==> src/rtl/core/iwsa_pkg.sv <==
// Shared types, codes and constants of the I/O window slot allocator.
// No dependencies; every other file of the block but iwsa_ram imports this package.
package iwsa_pkg;

   // Default values of the top-level parameters.
   localparam int PAGE_SHIFT_DEF            = 12;
   localparam int SMALL_SLOTS_DEF           = 512;
   localparam int LARGE_SLOTS_DEF           = 16;
   localparam int LARGE_SLOT_PAGE_SHIFT_DEF = 6;

   // Fixed field widths.
   localparam int ADDR_W     = 64;
   localparam int PHYS_W     = 52;
   localparam int LEN_W      = 32;
   localparam int SPAN_W     = 34;
   localparam int SPAN_OUT_W = 19;
   localparam int REQ_DATA_W = 152;
   localparam int RSP_DATA_W = 152;

   // Bitmap memory word: 32 slot bits per row.
   localparam int WORD_W = 32;
   localparam int LANE_W = 5;

   localparam logic [ADDR_W-1:0] WINDOW_BASE_RESET = 64'hFFFF_FFFF_FFA0_0000;

   typedef enum logic {
      KIND_MAP   = 1'b0,
      KIND_UNMAP = 1'b1
   } kind_type;

   typedef enum logic [1:0] {
      STAT_OK        = 2'd0,
      STAT_NO_SPACE  = 2'd1,
      STAT_BAD_UNMAP = 2'd2
   } status_type;

   typedef enum logic {
      ALU_ADD = 1'b0,
      ALU_SUB = 1'b1
   } alu_op_type;

   typedef struct packed {
      logic [ADDR_W-1:0] sum;
      logic              cout;
   } alu_res_type;

   typedef struct packed {
      logic              found;
      logic [LANE_W-1:0] lane;
   } scan_res_type;

   typedef enum logic [3:0] {
      ST_CLEAR,
      ST_IDLE,
      ST_SPAN_SUM,
      ST_SPAN_ROUND,
      ST_LBASE,
      ST_SCAN,
      ST_VA_SLOT,
      ST_VA_OFF,
      ST_UN_CMP,
      ST_UN_DIFF,
      ST_UN_READ,
      ST_UN_WRITE,
      ST_DONE
   } state_type;

   // Mask with the lowest n bits set.
   function automatic logic [WORD_W-1:0] low_mask(input int n);
      logic [WORD_W-1:0] m;
      for (int i = 0; i < WORD_W; i++) begin
         m[i] = (i < n);
      end
      return m;
   endfunction

endpackage

==> src/rtl/core/iwsa_ram.sv <==
// Generic single-write, single-read RAM with a registered read port.
// Depends on nothing; holds the slot bitmaps of the allocator.
module iwsa_ram #(
   parameter int WIDTH = 32,
   parameter int DEPTH = 16,
   parameter int AW    = (DEPTH > 1) ? $clog2(DEPTH) : 1
) (
   input  logic             clock,
   input  logic             wr_en,
   input  logic [AW-1:0]    wr_addr,
   input  logic [WIDTH-1:0] wr_data,
   input  logic             rd_en,
   input  logic [AW-1:0]    rd_addr,
   output logic [WIDTH-1:0] rd_data
);

   logic [WIDTH-1:0] mem [DEPTH];
   logic [WIDTH-1:0] rd_data_ff;

   always_ff @(posedge clock) begin
      if (wr_en) begin
         mem[wr_addr] <= wr_data;
      end
      if (rd_en) begin
         rd_data_ff <= mem[rd_addr];
      end
   end

   assign rd_data = rd_data_ff;

endmodule

==> src/rtl/core/iwsa_alu.sv <==
// Shared 64-bit adder/subtractor of the allocator sequencer.
// Depends on iwsa_pkg for the operation code and result struct.
module iwsa_alu
   import iwsa_pkg::*;
(
   input  alu_op_type        op,
   input  logic [ADDR_W-1:0] a,
   input  logic [ADDR_W-1:0] b,
   output alu_res_type       res
);

   logic [ADDR_W-1:0] b_eff;
   logic              cin;
   logic [ADDR_W:0]   total;

   always_comb begin
      unique case (op)
         ALU_ADD: begin
            b_eff = b;
            cin   = 1'b0;
         end
         ALU_SUB: begin
            b_eff = ~b;
            cin   = 1'b1;
         end
         default: begin
            b_eff = b;
            cin   = 1'b0;
         end
      endcase
      total = {1'b0, a} + {1'b0, b_eff} + {{ADDR_W{1'b0}}, cin};
   end

   // On a subtract, a clear carry out means a < b.
   assign res.sum  = total[ADDR_W-1:0];
   assign res.cout = total[ADDR_W];

endmodule

==> src/rtl/core/iwsa_scan.sv <==
// Free-slot finder: lowest clear bit of one bitmap word among valid lanes.
// Depends on iwsa_pkg for the word width and the result struct.
module iwsa_scan
   import iwsa_pkg::*;
(
   input  logic [WORD_W-1:0] word,
   input  logic [WORD_W-1:0] lane_valid,
   output scan_res_type      res
);

   logic [WORD_W-1:0] free_lanes;

   always_comb begin
      free_lanes = ~word & lane_valid;
      res.found  = |free_lanes;
      res.lane   = '0;
      for (int i = WORD_W - 1; i >= 0; i--) begin
         if (free_lanes[i]) begin
            res.lane = LANE_W'(i);
         end
      end
   end

endmodule

==> src/rtl/core/io_window_slot_allocator_core.sv <==
// Top level of the I/O window slot allocator: sequencer, registers, ports.
// Depends on iwsa_pkg, iwsa_ram, iwsa_alu and iwsa_scan.
//
//  channel | direction | handshake               | payload
//  --------+-----------+-------------------------+----------------------------------
//  req_    | in        | req_tvalid / req_tready | req_tuser kind, req_tdata fields
//  rsp_    | out       | rsp_tvalid / rsp_tready | rsp_tdata result fields
//  csr_    | in        | csr_valid / csr_ready   | csr_data = window_base
//
// An unmap runs ST_SPAN_SUM, ST_SPAN_ROUND, ST_LBASE, ST_UN_CMP, ST_UN_DIFF, ST_UN_READ
// and ST_UN_WRITE before ST_DONE. A map runs the same first three states, then ST_SCAN,
// which reads bitmap rows until a free slot turns up (moving on to the large pool when the
// small pool is exhausted), then ST_VA_SLOT and ST_VA_OFF before ST_DONE. The single bitmap
// RAM read port, one 32-bit row per cycle, sets the scan length. Errors skip to ST_DONE.
// After reset a clearing pass writes every bitmap row to zero, one row per cycle
// (SMALL_SLOTS/32 + LARGE_SLOTS/32 rows, rounded up: 17 rows by default); no
// request beat is taken during it. The response sits in an output register, so the
// next request is accepted while an earlier response is still stalled.
module io_window_slot_allocator_core
   import iwsa_pkg::*;
#(
   parameter int PAGE_SHIFT            = PAGE_SHIFT_DEF,
   parameter int SMALL_SLOTS           = SMALL_SLOTS_DEF,
   parameter int LARGE_SLOTS           = LARGE_SLOTS_DEF,
   parameter int LARGE_SLOT_PAGE_SHIFT = LARGE_SLOT_PAGE_SHIFT_DEF
) (
   input  logic                  clock,
   input  logic                  reset,

   input  logic                  req_tvalid,
   output logic                  req_tready,
   input  logic                  req_tuser,   // kind (0 map, 1 unmap)
   // phys_addr [51:0], length [83:52], virt_addr [147:84], zero pad [151:148]
   input  logic [REQ_DATA_W-1:0] req_tdata,

   output logic                  rsp_tvalid,
   input  logic                  rsp_tready,
   // status [1:0], result_addr [65:2], span_base [129:66],
   // span_length [148:130], zero pad [151:149]
   output logic [RSP_DATA_W-1:0] rsp_tdata,

   input  logic                  csr_valid,
   output logic                  csr_ready,
   input  logic [ADDR_W-1:0]     csr_data     // window_base
);

   // Geometry of the bitmap memory: small pool rows first, large pool rows after.
   localparam int LARGE_SHIFT = PAGE_SHIFT + LARGE_SLOT_PAGE_SHIFT;
   localparam int SMALL_ROWS  = (SMALL_SLOTS + WORD_W - 1) / WORD_W;
   localparam int LARGE_ROWS  = (LARGE_SLOTS + WORD_W - 1) / WORD_W;
   localparam int TOT_ROWS    = SMALL_ROWS + LARGE_ROWS;
   localparam int ROW_W       = $clog2(TOT_ROWS);
   localparam int CNT_W       = $clog2(TOT_ROWS + 1);
   localparam int SLOT_W      = ROW_W + LANE_W;
   localparam int SMALL_TAIL  = SMALL_SLOTS - (SMALL_ROWS - 1) * WORD_W;
   localparam int LARGE_TAIL  = LARGE_SLOTS - (LARGE_ROWS - 1) * WORD_W;

   localparam logic [WORD_W-1:0] SMALL_TAIL_MASK = low_mask(SMALL_TAIL);
   localparam logic [WORD_W-1:0] LARGE_TAIL_MASK = low_mask(LARGE_TAIL);

   localparam logic [ADDR_W-1:0] PAGE_MASK64  = (64'd1 << PAGE_SHIFT) - 64'd1;
   localparam logic [ADDR_W-1:0] SMALL_BYTES  = 64'(SMALL_SLOTS) << PAGE_SHIFT;
   localparam logic [ADDR_W-1:0] LARGE_REGION = 64'(LARGE_SLOTS) << LARGE_SHIFT;
   localparam logic [SPAN_W-1:0] PAGE_BYTES_S = SPAN_W'(1) << PAGE_SHIFT;
   localparam logic [SPAN_W-1:0] LARGE_BYTES_S = SPAN_W'(1) << LARGE_SHIFT;

   localparam logic [ROW_W-1:0] SMALL_LAST  = ROW_W'(SMALL_ROWS - 1);
   localparam logic [ROW_W-1:0] LARGE_FIRST = ROW_W'(SMALL_ROWS);
   localparam logic [ROW_W-1:0] LARGE_LAST  = ROW_W'(TOT_ROWS - 1);
   localparam logic [CNT_W-1:0] SMALL_END   = CNT_W'(SMALL_ROWS);
   localparam logic [CNT_W-1:0] LARGE_BEGIN = CNT_W'(SMALL_ROWS);
   localparam logic [CNT_W-1:0] LARGE_END   = CNT_W'(TOT_ROWS);
   localparam logic [CNT_W-1:0] CLEAR_LAST  = CNT_W'(TOT_ROWS - 1);

   // Sequencer and working registers.
   state_type         state_ff, state_in;
   kind_type          kind_ff, kind_in;
   logic [ADDR_W-1:0] addr_ff, addr_in;       // phys_addr for a map, virt_addr for an unmap
   logic [LEN_W-1:0]  len_ff, len_in;
   logic [SPAN_W-1:0] span_ff, span_in;
   logic [ADDR_W-1:0] lbase_ff, lbase_in;     // start of the large region
   logic [ADDR_W-1:0] acc_ff, acc_in;
   logic              pool_large_ff, pool_large_in;
   logic [CNT_W-1:0]  scan_row_ff, scan_row_in;
   logic              chk_vld_ff, chk_vld_in;
   logic [ROW_W-1:0]  chk_row_ff, chk_row_in;
   logic [SLOT_W-1:0] slot_ff, slot_in;
   logic              in_small_ff, in_small_in;
   logic [ROW_W-1:0]  clr_row_ff, clr_row_in;
   logic [LANE_W-1:0] clr_lane_ff, clr_lane_in;
   status_type        stat_ff, stat_in;
   logic [ADDR_W-1:0] window_base_ff, window_base_in;

   // Response register.
   logic                  rsp_valid_ff, rsp_valid_in;
   status_type            rsp_status_ff, rsp_status_in;
   logic [ADDR_W-1:0]     rsp_result_addr_ff, rsp_result_addr_in;
   logic [ADDR_W-1:0]     rsp_span_base_ff, rsp_span_base_in;
   logic [SPAN_OUT_W-1:0] rsp_span_length_ff, rsp_span_length_in;

   // Shared units.
   alu_op_type        alu_op;
   logic [ADDR_W-1:0] alu_a;
   logic [ADDR_W-1:0] alu_b;
   alu_res_type       alu_res;
   logic [WORD_W-1:0] scan_valid;
   scan_res_type      scan_res;

   logic              ram_wr_en;
   logic [ROW_W-1:0]  ram_wr_addr;
   logic [WORD_W-1:0] ram_wr_data;
   logic              ram_rd_en;
   logic [ROW_W-1:0]  ram_rd_addr;
   logic [WORD_W-1:0] ram_rd_data;

   // Helpers derived from the working registers.
   logic [ADDR_W-1:0] page_off;
   logic [ADDR_W-1:0] page_base;
   logic              small_ok;
   logic              large_ok;
   logic [ROW_W-1:0]  local_row;
   logic [CNT_W-1:0]  scan_end;
   logic              chk_last;
   logic [ADDR_W-1:0] diff_slot;
   logic [SLOT_W-1:0] un_slot;
   logic              un_err;
   logic              rsp_load;

   iwsa_ram #(
      .WIDTH (WORD_W),
      .DEPTH (TOT_ROWS),
      .AW    (ROW_W)
   ) u_bitmap (
      .clock   (clock),
      .wr_en   (ram_wr_en),
      .wr_addr (ram_wr_addr),
      .wr_data (ram_wr_data),
      .rd_en   (ram_rd_en),
      .rd_addr (ram_rd_addr),
      .rd_data (ram_rd_data)
   );

   iwsa_alu u_alu (
      .op  (alu_op),
      .a   (alu_a),
      .b   (alu_b),
      .res (alu_res)
   );

   iwsa_scan u_scan (
      .word       (ram_rd_data),
      .lane_valid (scan_valid),
      .res        (scan_res)
   );

   assign page_off  = addr_ff & PAGE_MASK64;
   assign page_base = addr_ff & ~PAGE_MASK64;
   assign small_ok  = (span_ff <= PAGE_BYTES_S);
   assign large_ok  = (span_ff <= LARGE_BYTES_S);
   assign local_row = chk_row_ff - (pool_large_ff ? LARGE_FIRST : '0);
   assign scan_end  = pool_large_ff ? LARGE_END : SMALL_END;
   assign chk_last  = pool_large_ff ? (chk_row_ff == LARGE_LAST) : (chk_row_ff == SMALL_LAST);

   // Lanes past the end of a pool read as taken.
   always_comb begin
      if (chk_last) begin
         scan_valid = pool_large_ff ? LARGE_TAIL_MASK : SMALL_TAIL_MASK;
      end else begin
         scan_valid = '1;
      end
   end

   // Unmap slot decode from the offset into its region (ALU result in ST_UN_DIFF).
   assign diff_slot = in_small_ff ? (alu_res.sum >> PAGE_SHIFT) : (alu_res.sum >> LARGE_SHIFT);
   assign un_slot   = diff_slot[SLOT_W-1:0];
   assign un_err    = in_small_ff ?
                      (!alu_res.cout || (span_ff > PAGE_BYTES_S) || (alu_res.sum >= SMALL_BYTES)) :
                      ((span_ff > LARGE_BYTES_S) || (alu_res.sum >= LARGE_REGION));

   assign req_tready = (state_ff == ST_IDLE);
   assign csr_ready  = 1'b1;
   assign rsp_load   = (state_ff == ST_DONE) && (!rsp_valid_ff || rsp_tready);

   always_comb begin
      state_in       = state_ff;
      kind_in        = kind_ff;
      addr_in        = addr_ff;
      len_in         = len_ff;
      span_in        = span_ff;
      lbase_in       = lbase_ff;
      acc_in         = acc_ff;
      pool_large_in  = pool_large_ff;
      scan_row_in    = scan_row_ff;
      chk_vld_in     = 1'b0;
      chk_row_in     = chk_row_ff;
      slot_in        = slot_ff;
      in_small_in    = in_small_ff;
      clr_row_in     = clr_row_ff;
      clr_lane_in    = clr_lane_ff;
      stat_in        = stat_ff;
      window_base_in = window_base_ff;

      alu_op = ALU_ADD;
      alu_a  = '0;
      alu_b  = '0;

      ram_wr_en   = 1'b0;
      ram_wr_addr = clr_row_ff;
      ram_wr_data = '0;
      ram_rd_en   = 1'b0;
      ram_rd_addr = clr_row_ff;

      if (csr_valid && csr_ready) begin
         window_base_in = csr_data;
      end

      unique case (state_ff)
         ST_CLEAR: begin
            ram_wr_en   = 1'b1;
            ram_wr_addr = scan_row_ff[ROW_W-1:0];
            ram_wr_data = '0;
            scan_row_in = scan_row_ff + CNT_W'(1);
            if (scan_row_ff == CLEAR_LAST) begin
               state_in = ST_IDLE;
            end
         end

         ST_IDLE: begin
            if (req_tvalid) begin
               kind_in  = kind_type'(req_tuser);
               len_in   = req_tdata[PHYS_W +: LEN_W];
               if (kind_type'(req_tuser) == KIND_MAP) begin
                  addr_in = ADDR_W'(req_tdata[PHYS_W-1:0]);
               end else begin
                  addr_in = req_tdata[PHYS_W + LEN_W +: ADDR_W];
               end
               state_in = ST_SPAN_SUM;
            end
         end

         ST_SPAN_SUM: begin
            alu_a    = ADDR_W'(len_ff);
            alu_b    = page_off;
            acc_in   = alu_res.sum;
            state_in = ST_SPAN_ROUND;
         end

         ST_SPAN_ROUND: begin
            alu_a    = acc_ff;
            alu_b    = PAGE_MASK64;
            span_in  = alu_res.sum[SPAN_W-1:0] & ~PAGE_MASK64[SPAN_W-1:0];
            state_in = ST_LBASE;
         end

         ST_LBASE: begin
            alu_a    = window_base_ff;
            alu_b    = SMALL_BYTES;
            lbase_in = alu_res.sum;
            if (kind_ff == KIND_UNMAP) begin
               state_in = ST_UN_CMP;
            end else if (small_ok) begin
               pool_large_in = 1'b0;
               scan_row_in   = '0;
               state_in      = ST_SCAN;
            end else if (large_ok) begin
               pool_large_in = 1'b1;
               scan_row_in   = LARGE_BEGIN;
               state_in      = ST_SCAN;
            end else begin
               stat_in  = STAT_NO_SPACE;
               state_in = ST_DONE;
            end
         end

         ST_SCAN: begin
            // Issue one row read per cycle; check the row read in the cycle before.
            if (scan_row_ff != scan_end) begin
               ram_rd_en   = 1'b1;
               ram_rd_addr = scan_row_ff[ROW_W-1:0];
               scan_row_in = scan_row_ff + CNT_W'(1);
               chk_vld_in  = 1'b1;
               chk_row_in  = scan_row_ff[ROW_W-1:0];
            end
            if (chk_vld_ff) begin
               if (scan_res.found) begin
                  ram_wr_en   = 1'b1;
                  ram_wr_addr = chk_row_ff;
                  ram_wr_data = ram_rd_data | (WORD_W'(1) << scan_res.lane);
                  slot_in     = {local_row, scan_res.lane};
                  chk_vld_in  = 1'b0;
                  state_in    = ST_VA_SLOT;
               end else if (chk_last) begin
                  chk_vld_in = 1'b0;
                  if (!pool_large_ff && large_ok) begin
                     // Small pool exhausted: retry in the large pool.
                     pool_large_in = 1'b1;
                     scan_row_in   = LARGE_BEGIN;
                  end else begin
                     stat_in  = STAT_NO_SPACE;
                     state_in = ST_DONE;
                  end
               end
            end
         end

         ST_VA_SLOT: begin
            alu_a    = pool_large_ff ? lbase_ff : window_base_ff;
            alu_b    = pool_large_ff ? (ADDR_W'(slot_ff) << LARGE_SHIFT) :
                                       (ADDR_W'(slot_ff) << PAGE_SHIFT);
            acc_in   = alu_res.sum;
            state_in = ST_VA_OFF;
         end

         ST_VA_OFF: begin
            alu_a    = acc_ff;
            alu_b    = page_off;
            acc_in   = alu_res.sum;
            stat_in  = STAT_OK;
            state_in = ST_DONE;
         end

         ST_UN_CMP: begin
            alu_op      = ALU_SUB;
            alu_a       = page_base;
            alu_b       = lbase_ff;
            in_small_in = !alu_res.cout;
            state_in    = ST_UN_DIFF;
         end

         ST_UN_DIFF: begin
            alu_op      = ALU_SUB;
            alu_a       = page_base;
            alu_b       = in_small_ff ? window_base_ff : lbase_ff;
            clr_row_in  = un_slot[SLOT_W-1:LANE_W] + (in_small_ff ? '0 : LARGE_FIRST);
            clr_lane_in = un_slot[LANE_W-1:0];
            if (un_err) begin
               stat_in  = STAT_BAD_UNMAP;
               state_in = ST_DONE;
            end else begin
               state_in = ST_UN_READ;
            end
         end

         ST_UN_READ: begin
            ram_rd_en   = 1'b1;
            ram_rd_addr = clr_row_ff;
            state_in    = ST_UN_WRITE;
         end

         ST_UN_WRITE: begin
            ram_wr_en   = 1'b1;
            ram_wr_addr = clr_row_ff;
            ram_wr_data = ram_rd_data & ~(WORD_W'(1) << clr_lane_ff);
            alu_a       = page_base;
            alu_b       = ADDR_W'(span_ff);
            acc_in      = alu_res.sum;
            stat_in     = STAT_OK;
            state_in    = ST_DONE;
         end

         ST_DONE: begin
            if (rsp_load) begin
               state_in = ST_IDLE;
            end
         end

         default: begin
            state_in = ST_IDLE;
         end
      endcase
   end

   // Response register: loads in ST_DONE once the previous beat has gone or is being taken.
   always_comb begin
      rsp_valid_in       = rsp_valid_ff && !rsp_tready;
      rsp_status_in      = rsp_status_ff;
      rsp_result_addr_in = rsp_result_addr_ff;
      rsp_span_base_in   = rsp_span_base_ff;
      rsp_span_length_in = rsp_span_length_ff;
      if (rsp_load) begin
         rsp_valid_in  = 1'b1;
         rsp_status_in = stat_ff;
         if (stat_ff == STAT_OK) begin
            rsp_result_addr_in = acc_ff;
            rsp_span_base_in   = page_base;
            rsp_span_length_in = span_ff[SPAN_OUT_W-1:0];
         end else begin
            rsp_result_addr_in = '0;
            rsp_span_base_in   = '0;
            rsp_span_length_in = '0;
         end
      end
   end

   always_ff @(posedge clock) begin
      if (reset) begin
         state_ff       <= ST_CLEAR;
         scan_row_ff    <= '0;
         chk_vld_ff     <= 1'b0;
         rsp_valid_ff   <= 1'b0;
         window_base_ff <= WINDOW_BASE_RESET;
      end else begin
         state_ff       <= state_in;
         scan_row_ff    <= scan_row_in;
         chk_vld_ff     <= chk_vld_in;
         rsp_valid_ff   <= rsp_valid_in;
         window_base_ff <= window_base_in;
      end
   end

   always_ff @(posedge clock) begin
      kind_ff            <= kind_in;
      addr_ff            <= addr_in;
      len_ff             <= len_in;
      span_ff            <= span_in;
      lbase_ff           <= lbase_in;
      acc_ff             <= acc_in;
      pool_large_ff      <= pool_large_in;
      chk_row_ff         <= chk_row_in;
      slot_ff            <= slot_in;
      in_small_ff        <= in_small_in;
      clr_row_ff         <= clr_row_in;
      clr_lane_ff        <= clr_lane_in;
      stat_ff            <= stat_in;
      rsp_status_ff      <= rsp_status_in;
      rsp_result_addr_ff <= rsp_result_addr_in;
      rsp_span_base_ff   <= rsp_span_base_in;
      rsp_span_length_ff <= rsp_span_length_in;
   end

   assign rsp_tvalid = rsp_valid_ff;
   assign rsp_tdata  = {3'b000, rsp_span_length_ff, rsp_span_base_ff,
                        rsp_result_addr_ff, rsp_status_ff};

   // An accepted request always starts the span computation.
   a_accept_starts : assert property (@(posedge clock) disable iff (reset)
      req_tvalid && req_tready |=> state_ff == ST_SPAN_SUM)
      else $error("accepted request did not start the sequencer");

   // The bitmap is never written while the block waits for a request.
   a_idle_no_write : assert property (@(posedge clock) disable iff (reset)
      state_ff == ST_IDLE |-> !ram_wr_en)
      else $error("bitmap written while idle");

   // A pending row check only exists during a scan.
   a_chk_in_scan : assert property (@(posedge clock) disable iff (reset)
      chk_vld_ff |-> state_ff == ST_SCAN)
      else $error("row check outside of a scan");

   // Error responses carry all-zero result fields.
   a_err_zero : assert property (@(posedge clock) disable iff (reset)
      rsp_valid_ff && rsp_status_ff != STAT_OK |->
         rsp_result_addr_ff == '0 && rsp_span_base_ff == '0 && rsp_span_length_ff == '0)
      else $error("error response with non-zero fields");

   // A new response is only loaded once the previous one has been taken.
   a_no_overwrite : assert property (@(posedge clock) disable iff (reset)
      rsp_valid_ff && !rsp_tready |-> !rsp_load)
      else $error("stalled response overwritten");

endmodule

==> config.mk <==
export PLATFORM = sky130hd
export DESIGN_NAME = io_window_slot_allocator_core
export DESIGN_NICKNAME = d
export VERILOG_FILES = /design/src/rtl/core/iwsa_pkg.sv /design/src/rtl/core/iwsa_ram.sv /design/src/rtl/core/iwsa_alu.sv /design/src/rtl/core/iwsa_scan.sv /design/src/rtl/core/io_window_slot_allocator_core.sv
export SDC_FILE = /design/constraint.sdc
export NUM_CORES = 2
export LEC_CHECK = 0
export BUFFER_PORTS_ARGS = -buffer_cell sky130_fd_sc_hd__buf_2
export CORE_ASPECT_RATIO = 0.5
export CORE_MARGIN = 2
export CORE_UTILIZATION = 31
export CTS_CLUSTER_SIZE = 14
export DETAILED_ROUTE_END_ITERATION = 10
export GPL_TIMING_DRIVEN = 1
export SLEW_MARGIN = 10
export SYNTH_ARGS = -nofsm -noshare
export SYNTH_HDL_FRONTEND = slang
export SYNTH_SLANG_ARGS = --single-unit
==> constraint.sdc <==
create_clock -name clock -period 12.1 [get_ports clock]
set_input_delay 1.21 -clock clock [delete_from_list [all_inputs] [get_ports clock]]
set_output_delay 1.21 -clock clock [all_outputs]
set_load 0.005 [all_outputs]
Word level (Yosys, flattened, before mapping)
Memories as Yosys holds them, arrays and structs flattened. A register that Yosys moved wholly into a read port is not among the register bits.
Index checks and enable logic that the tools add are counted.
W data, S select, Z words.
{"block": "classes", "n_addsub": 5, "order_cmp": 6, "n_eq_ne": 31, "n_shift": 2, "mux": 106, "n_bitwise": 8, "n_reduce_logical": 32}
{"operator": "$pmux W64 S7", "n": 1}
{"operator": "$pmux W64 S5", "n": 1}
{"operator": "$mux W5", "n": 46}
{"operator": "$mux W32", "n": 4}
{"operator": "$mux W64", "n": 2}
{"operator": "$pmux W64 S2", "n": 1}
{"operator": "$add A64 B64 Y65", "n": 1}
{"operator": "$add A65 B1 Y65", "n": 1}
{"operator": "$and A32 B32 Y32", "n": 2}
{"operator": "$ge A64 B22 Y1 const B", "n": 1}
{"operator": "$ge A64 B23 Y1 const B", "n": 1}
{"operator": "$not A32 Y32", "n": 2}
{"operator": "$not A64 Y64", "n": 1}
{"operator": "$pmux W32 S2", "n": 1}
{"operator": "$shl A1 B5 Y32 const A", "n": 2}
{"operator": "$mux W52", "n": 1}
{"operator": "$pmux W4 S12", "n": 1}
{"operator": "$mux W4", "n": 10}
{"operator": "$gt A34 B13 Y1 const B", "n": 1}
{"operator": "$gt A34 B19 Y1 const B", "n": 1}
{"operator": "$le A34 B13 Y1 const B", "n": 1}
{"operator": "$le A34 B19 Y1 const B", "n": 1}
{"operator": "$or A32 B32 Y32", "n": 1}
{"operator": "$reduce_or A32 Y1", "n": 1}
{"operator": "38 further kinds", "n": 105}
{"block": "word_totals", "regBits": 488, "mem_bits_rw": 544, "memories": 1}
{"memory": "u_bitmap.mem", "depth": 17, "word_bits": 32, "rd": 1, "rd_clocked_by_memory_dff": 1, "wr": 1, "line_no": "iwsa_ram.sv:17", "text": "logic [WIDTH-1:0] mem [DEPTH];"}

Depth between registers and ports, before layout
{"block": "depth", "ltp_word": 41, "depth_mapped": 23, "mapped_depth_nobuf": 20}

By module
From an unflattened synthesis, not the netlist that was laid out.
{"block": "unflattened", "hier_cells": 3273, "area_unflattened_um2": 47839.6}
{"mod": "iwsa_ram", "instances": 1, "cells_per_inst": 913, "area_per_inst_um2": 21923.5, "seq_area_each_um2": 17296.6}
{"mod": "io_window_slot_allocator_core", "instances": 1, "cells_per_inst": 1634, "area_per_inst_um2": 20842.5, "seq_area_each_um2": 13543.0}
{"mod": "iwsa_alu", "instances": 1, "cells_per_inst": 626, "area_per_inst_um2": 4400.5, "seq_area_each_um2": 0.0}
{"mod": "iwsa_scan", "instances": 1, "cells_per_inst": 100, "area_per_inst_um2": 673.1, "seq_area_each_um2": 0.0}

Least setup slack after synthesis
OpenSTA, ideal clock, no wires.
{"block": "synth_path", "path_type": "input -> register", "from": "in req_tvalid", "to": "reg addr_ff[0], enable pin", "arrival_ns": 10.337, "required_ns": 11.310, "setup_slack_ns": 0.973, "cell_stages": 2, "path_buffers": 0, "path_cell_list": "inv_1 -> nor4_1"}
{"block": "synth_via", "elab_chain_len": 1}
{"element": "start, declared", "line_no": "io_window_slot_allocator_core.sv:30", "text": "input logic req_tvalid,"}
{"element": "$reduce_and A2 Y1 (no line)"}
{"element": "end signal, assigned", "line_no": "io_window_slot_allocator_core.sv:413", "text": "addr_ff <= addr_in;"}
{"element": "end, declared", "line_no": "io_window_slot_allocator_core.sv:78", "text": "logic [ADDR_W-1:0] addr_ff, addr_in;"}
Every way passes these cells.
A chain may end at the register's enable or synchronous reset.

==> impl_results.md <==
* Vias in the first global route at 31,826
* CP Cell Sequence: clkinv_1, nor2_4, buf_4, a222oi_1, and2_1, fa_1, nor2b_1, o31a_1, o211ai_4, a2111o_2, nand3_4, a21boi_0, o21ai_0, xor2_1, nor4_1, nand4b_1, nor3b_1, o211ai_1
* Final Skew at between 0.06 and 0.07 ns
* Sw frac at 21.08%
* # hold bufs at CTS at 0
* Antenna Violating Nets Remaining at 0
* Max Slew Vio Count at 0
* IO buf count at 344
* Cells after synthesis at 3,553
* RSZ-0062 raised after global routing: false
* Max Cap Viol at 0
* Critical path class: reg2reg
* Io pins at 377
* Clock share of power at 42.3%
* Site Rows at 102
* Hpwl dp at 88,500 µm
* DR WL met3 at approximately 6600 µm
* Die span in y at 282.7 µm
* Register area share after synthesis at 64.02%
* Yosys cell types at 100
* Clock transition at path regs at 0.06 ns
* RD Place Congestion at 0.8960
* CTS tree: built
* Maximum vdd drop at 0.1094 mV
* Sequential group share of total power at 55.5%
* Yosys warnings at 0
* Pleak at 19.26 nW
* Antenna violations before repair at 1
* Filler Cells Inserted at 14,730
* M1 wire length at ~57,000 µm
* Root Buffer: clkbuf_16
* Most common cell after layout, fill and taps aside: edfxtp_1
* H-tree levels at 3
* Resize count post-CTS at 0
* Met2 wire length at between 60,000 and 70,000 µm
* Most frequent cells in the layout: edfxtp_1, nand2_1, buf_2
* Fin Setup TNS at 0 ns
* Drt wl/cell at about 23 µm
* Largest net degree at the start of global routing at 93
* CTS buffer count at 101
* WL final at 135,700 µm
* Post-DR vias/cell at 5.237
* Pwr per Cell Area at 129.9 mW/mm²
* Endpoints failing hold at 0
* Top routing layer in use: met4
* Final Setup Violations at 0
* Clk sinks at 1,052
* Total GRT Usage at 16.73%
* Async SR Flop Fraction at 0%
* Final period util at 62.72%
* Least-Margin Pin Slew at 1.207 ns
* First-pass GRT wire length at around 200,000 µm
* # DRC at 0
* Core area at between 0.15 and 0.2 mm²
* Status: finished clean
* Setup crit end kind: flop
* CP Data Arrival Time at slightly above 8 ns
* Seq cells post-synth at 1,052
* Average size of a mapped cell at 13.56 µm²
* Fmax achieved at 131.8 MHz
* # Post-CTS Setup Buffers at 0
* WP data required at approximately 13 ns
* Internal power at about 5.7 mW
* CP max stage cell: dfxtp_1
* Vias at 31,578
* First-pass DRT Iterations at 6
* CP max stage delay at 0.88 ns
* Main synth FF type: edfxtp_1
* Die extent in x at 561.5 µm
* Part of the power in combinational logic at about 2.2%
* Hold/Removal Path Class: reg2reg
* Die ar. at 0.1587 mm²
* Hold slack final at between 0.5 and 0.6 ns
* Max-slew headroom at 19.02%
* Starting density of the core at a little under a third
* Reg2reg setup slack at ~4.5 ns
* Area of the multi-input gates at 0.01644 mm²
* Clock Tree Buf Depth at 3
* Register area at 0.03084 mm²
* Period minus WS final at 7.589 ns
* Clk Latency, worst-skew pair at approximately 0.73 ns
* CP Launch Type: flop
* Grt ovf at 0
* Psw at 1.521 mW
* Layout Nets at 4,156
* Synth Cell Area at 0.04817 mm²
* Syn-to-layout area delta at 15.31%
* Post-synth EDFFs at 977
* Initial drt markers at 2,791
* Crit Path Max Fanout at 33
* Share of post-route cells with drive strength above 1 at 21.71%
==> worst max-delay path, delay by kind of cell, from the launching register on <==
kind	cells	cell delay, ns
fa+ha+maj	1	0.47
xor+xnor	1	0.20
buf+inv	2	1.07
compound gates	7	1.92
simple gates	7	2.80
flops	1	0.88
==> metrics by stage <==
stage,instances,utilization (%),worst slack (ns),area (µm²),power [mW]
after global routing,6029,35.94,4.011,55540,7.450
after global placement,5845,33.87,4.707,52350,4.236
after CTS,6028,35.92,4.654,55520,7.287
after detailed placement,5845,33.87,4.636,52350,4.243
final,6030,35.94,4.511,55550,7.217
after floorplan,3579,-,0.9726,48270,4.164
==> registers in the layout (all words and copies together), names as in the netlist, 7 cells and up <==
signal              flops
slot_ff                10
rsp_span_base_ff       52
u_bitmap.mem          544
acc_ff                 64
addr_ff                64
span_ff                22
rsp_span_length_ff      7
window_base_ff         64
u_bitmap.rd_data       32
rsp_result_addr_ff     64
lbase_ff               64
len_ff                 32
==> area by class of cell <==
| type | count | area share [%] |
|---|---|---|
| antenna | 2 | 0.009010 |
| clock buffer | 129 | 4.886 |
| clock inverter | 54 | 0.8312 |
| inverter | 53 | 0.3582 |
| multi-input combinational | 2244 | 29.61 |
| sequential | 1052 | 55.52 |
| tap | 2080 | 4.685 |
| timing repair buffer | 416 | 4.104 |
==> power groups by stage <==
| stage | Combinational, mW | Clock (mW) | Sequential, mW |
|---|---|---|---|
| final | 0.159 | 3.05 | 4.00 |
| after floorplan | 0.0925 | 0 | 4.07 |
| after global placement | 0.157 | 0 | 4.08 |
| after global routing | 0.175 | 3.27 | 4.01 |
| after detailed placement | 0.160 | 0 | 4.08 |
| after CTS | 0.162 | 3.12 | 4.00 |
==> routing by layer <==
layer	GRT usage, %	vias up
li1	-	14353
met1	21.23	16083
met2	30.02	940
met3	2.548	202
met4	4.007	0
met5	0	-
==> cells by family (layout without fill, tap and decap cells) <==
family / Yosys count / count (layout) / synth area share [%]
adder cells (fa/ha/maj): 67 / 67 / 1.751
flip-flops: 1052 / 1052 / 64.02
AND/OR/NAND/NOR: 1085 / 1085 / 11.24
XOR/XNOR: 45 / 45 / 0.8182
other: 2 / 30 / 0.01559
buffers and inverters: 283 / 652 / 2.481
AO/OA/AOI/OAI: 748 / 748 / 10.48
multiplexers: 271 / 271 / 9.192
==> worst paths after layout <==
| kind | cells after the start | endpoint | start |
|---|---|---|---|
| max | 18 | state_ff[2] | state_ff[1] |
| min | 1 | rsp_result_addr_ff[31] | acc_ff[31] |
| max reg2reg | 18 | state_ff[2] | state_ff[1] |
| min reg2reg | 1 | rsp_result_addr_ff[31] | acc_ff[31] |
==> cell usage after synthesis (all sizes together) (6+ instances only) <==
library cell    n  area share [%]
a2111oi         6            0.11
a211o          46            0.84
a211oi         48            0.75
a21boi         11            0.18
a21o           21            0.34
a21oi         178             1.9
a222oi         64             1.3
a22oi          11            0.17
a31oi          49            0.64
a32o            8            0.17
a32oi           6            0.11
and2          188             2.4
and3           43            0.56
buf            68            0.81
clkbuf        162             1.3
dfxtp          75             3.1
edfxtp        977              61
ha             65             1.7
inv            52            0.41
mux2           91             2.1
mux2i          52             1.1
mux4          128             6.0
nand2         416             3.2
nand2b         21            0.27
nand3          57            0.62
nand4          31            0.40
nand4b          6            0.11
nor2          144             1.1
nor2b          53            0.69
nor3           43            0.45
nor3b          13            0.21
nor4           19            0.31
o2111ai         6            0.12
o211ai         16            0.28
o21a           13            0.20
o21ai         188             2.0
o21bai         15            0.26
o31ai          12            0.19
or2             9            0.12
or3            17            0.22
xnor2          26            0.47
xor2           19            0.35
(Power assumes the default switching activity.)
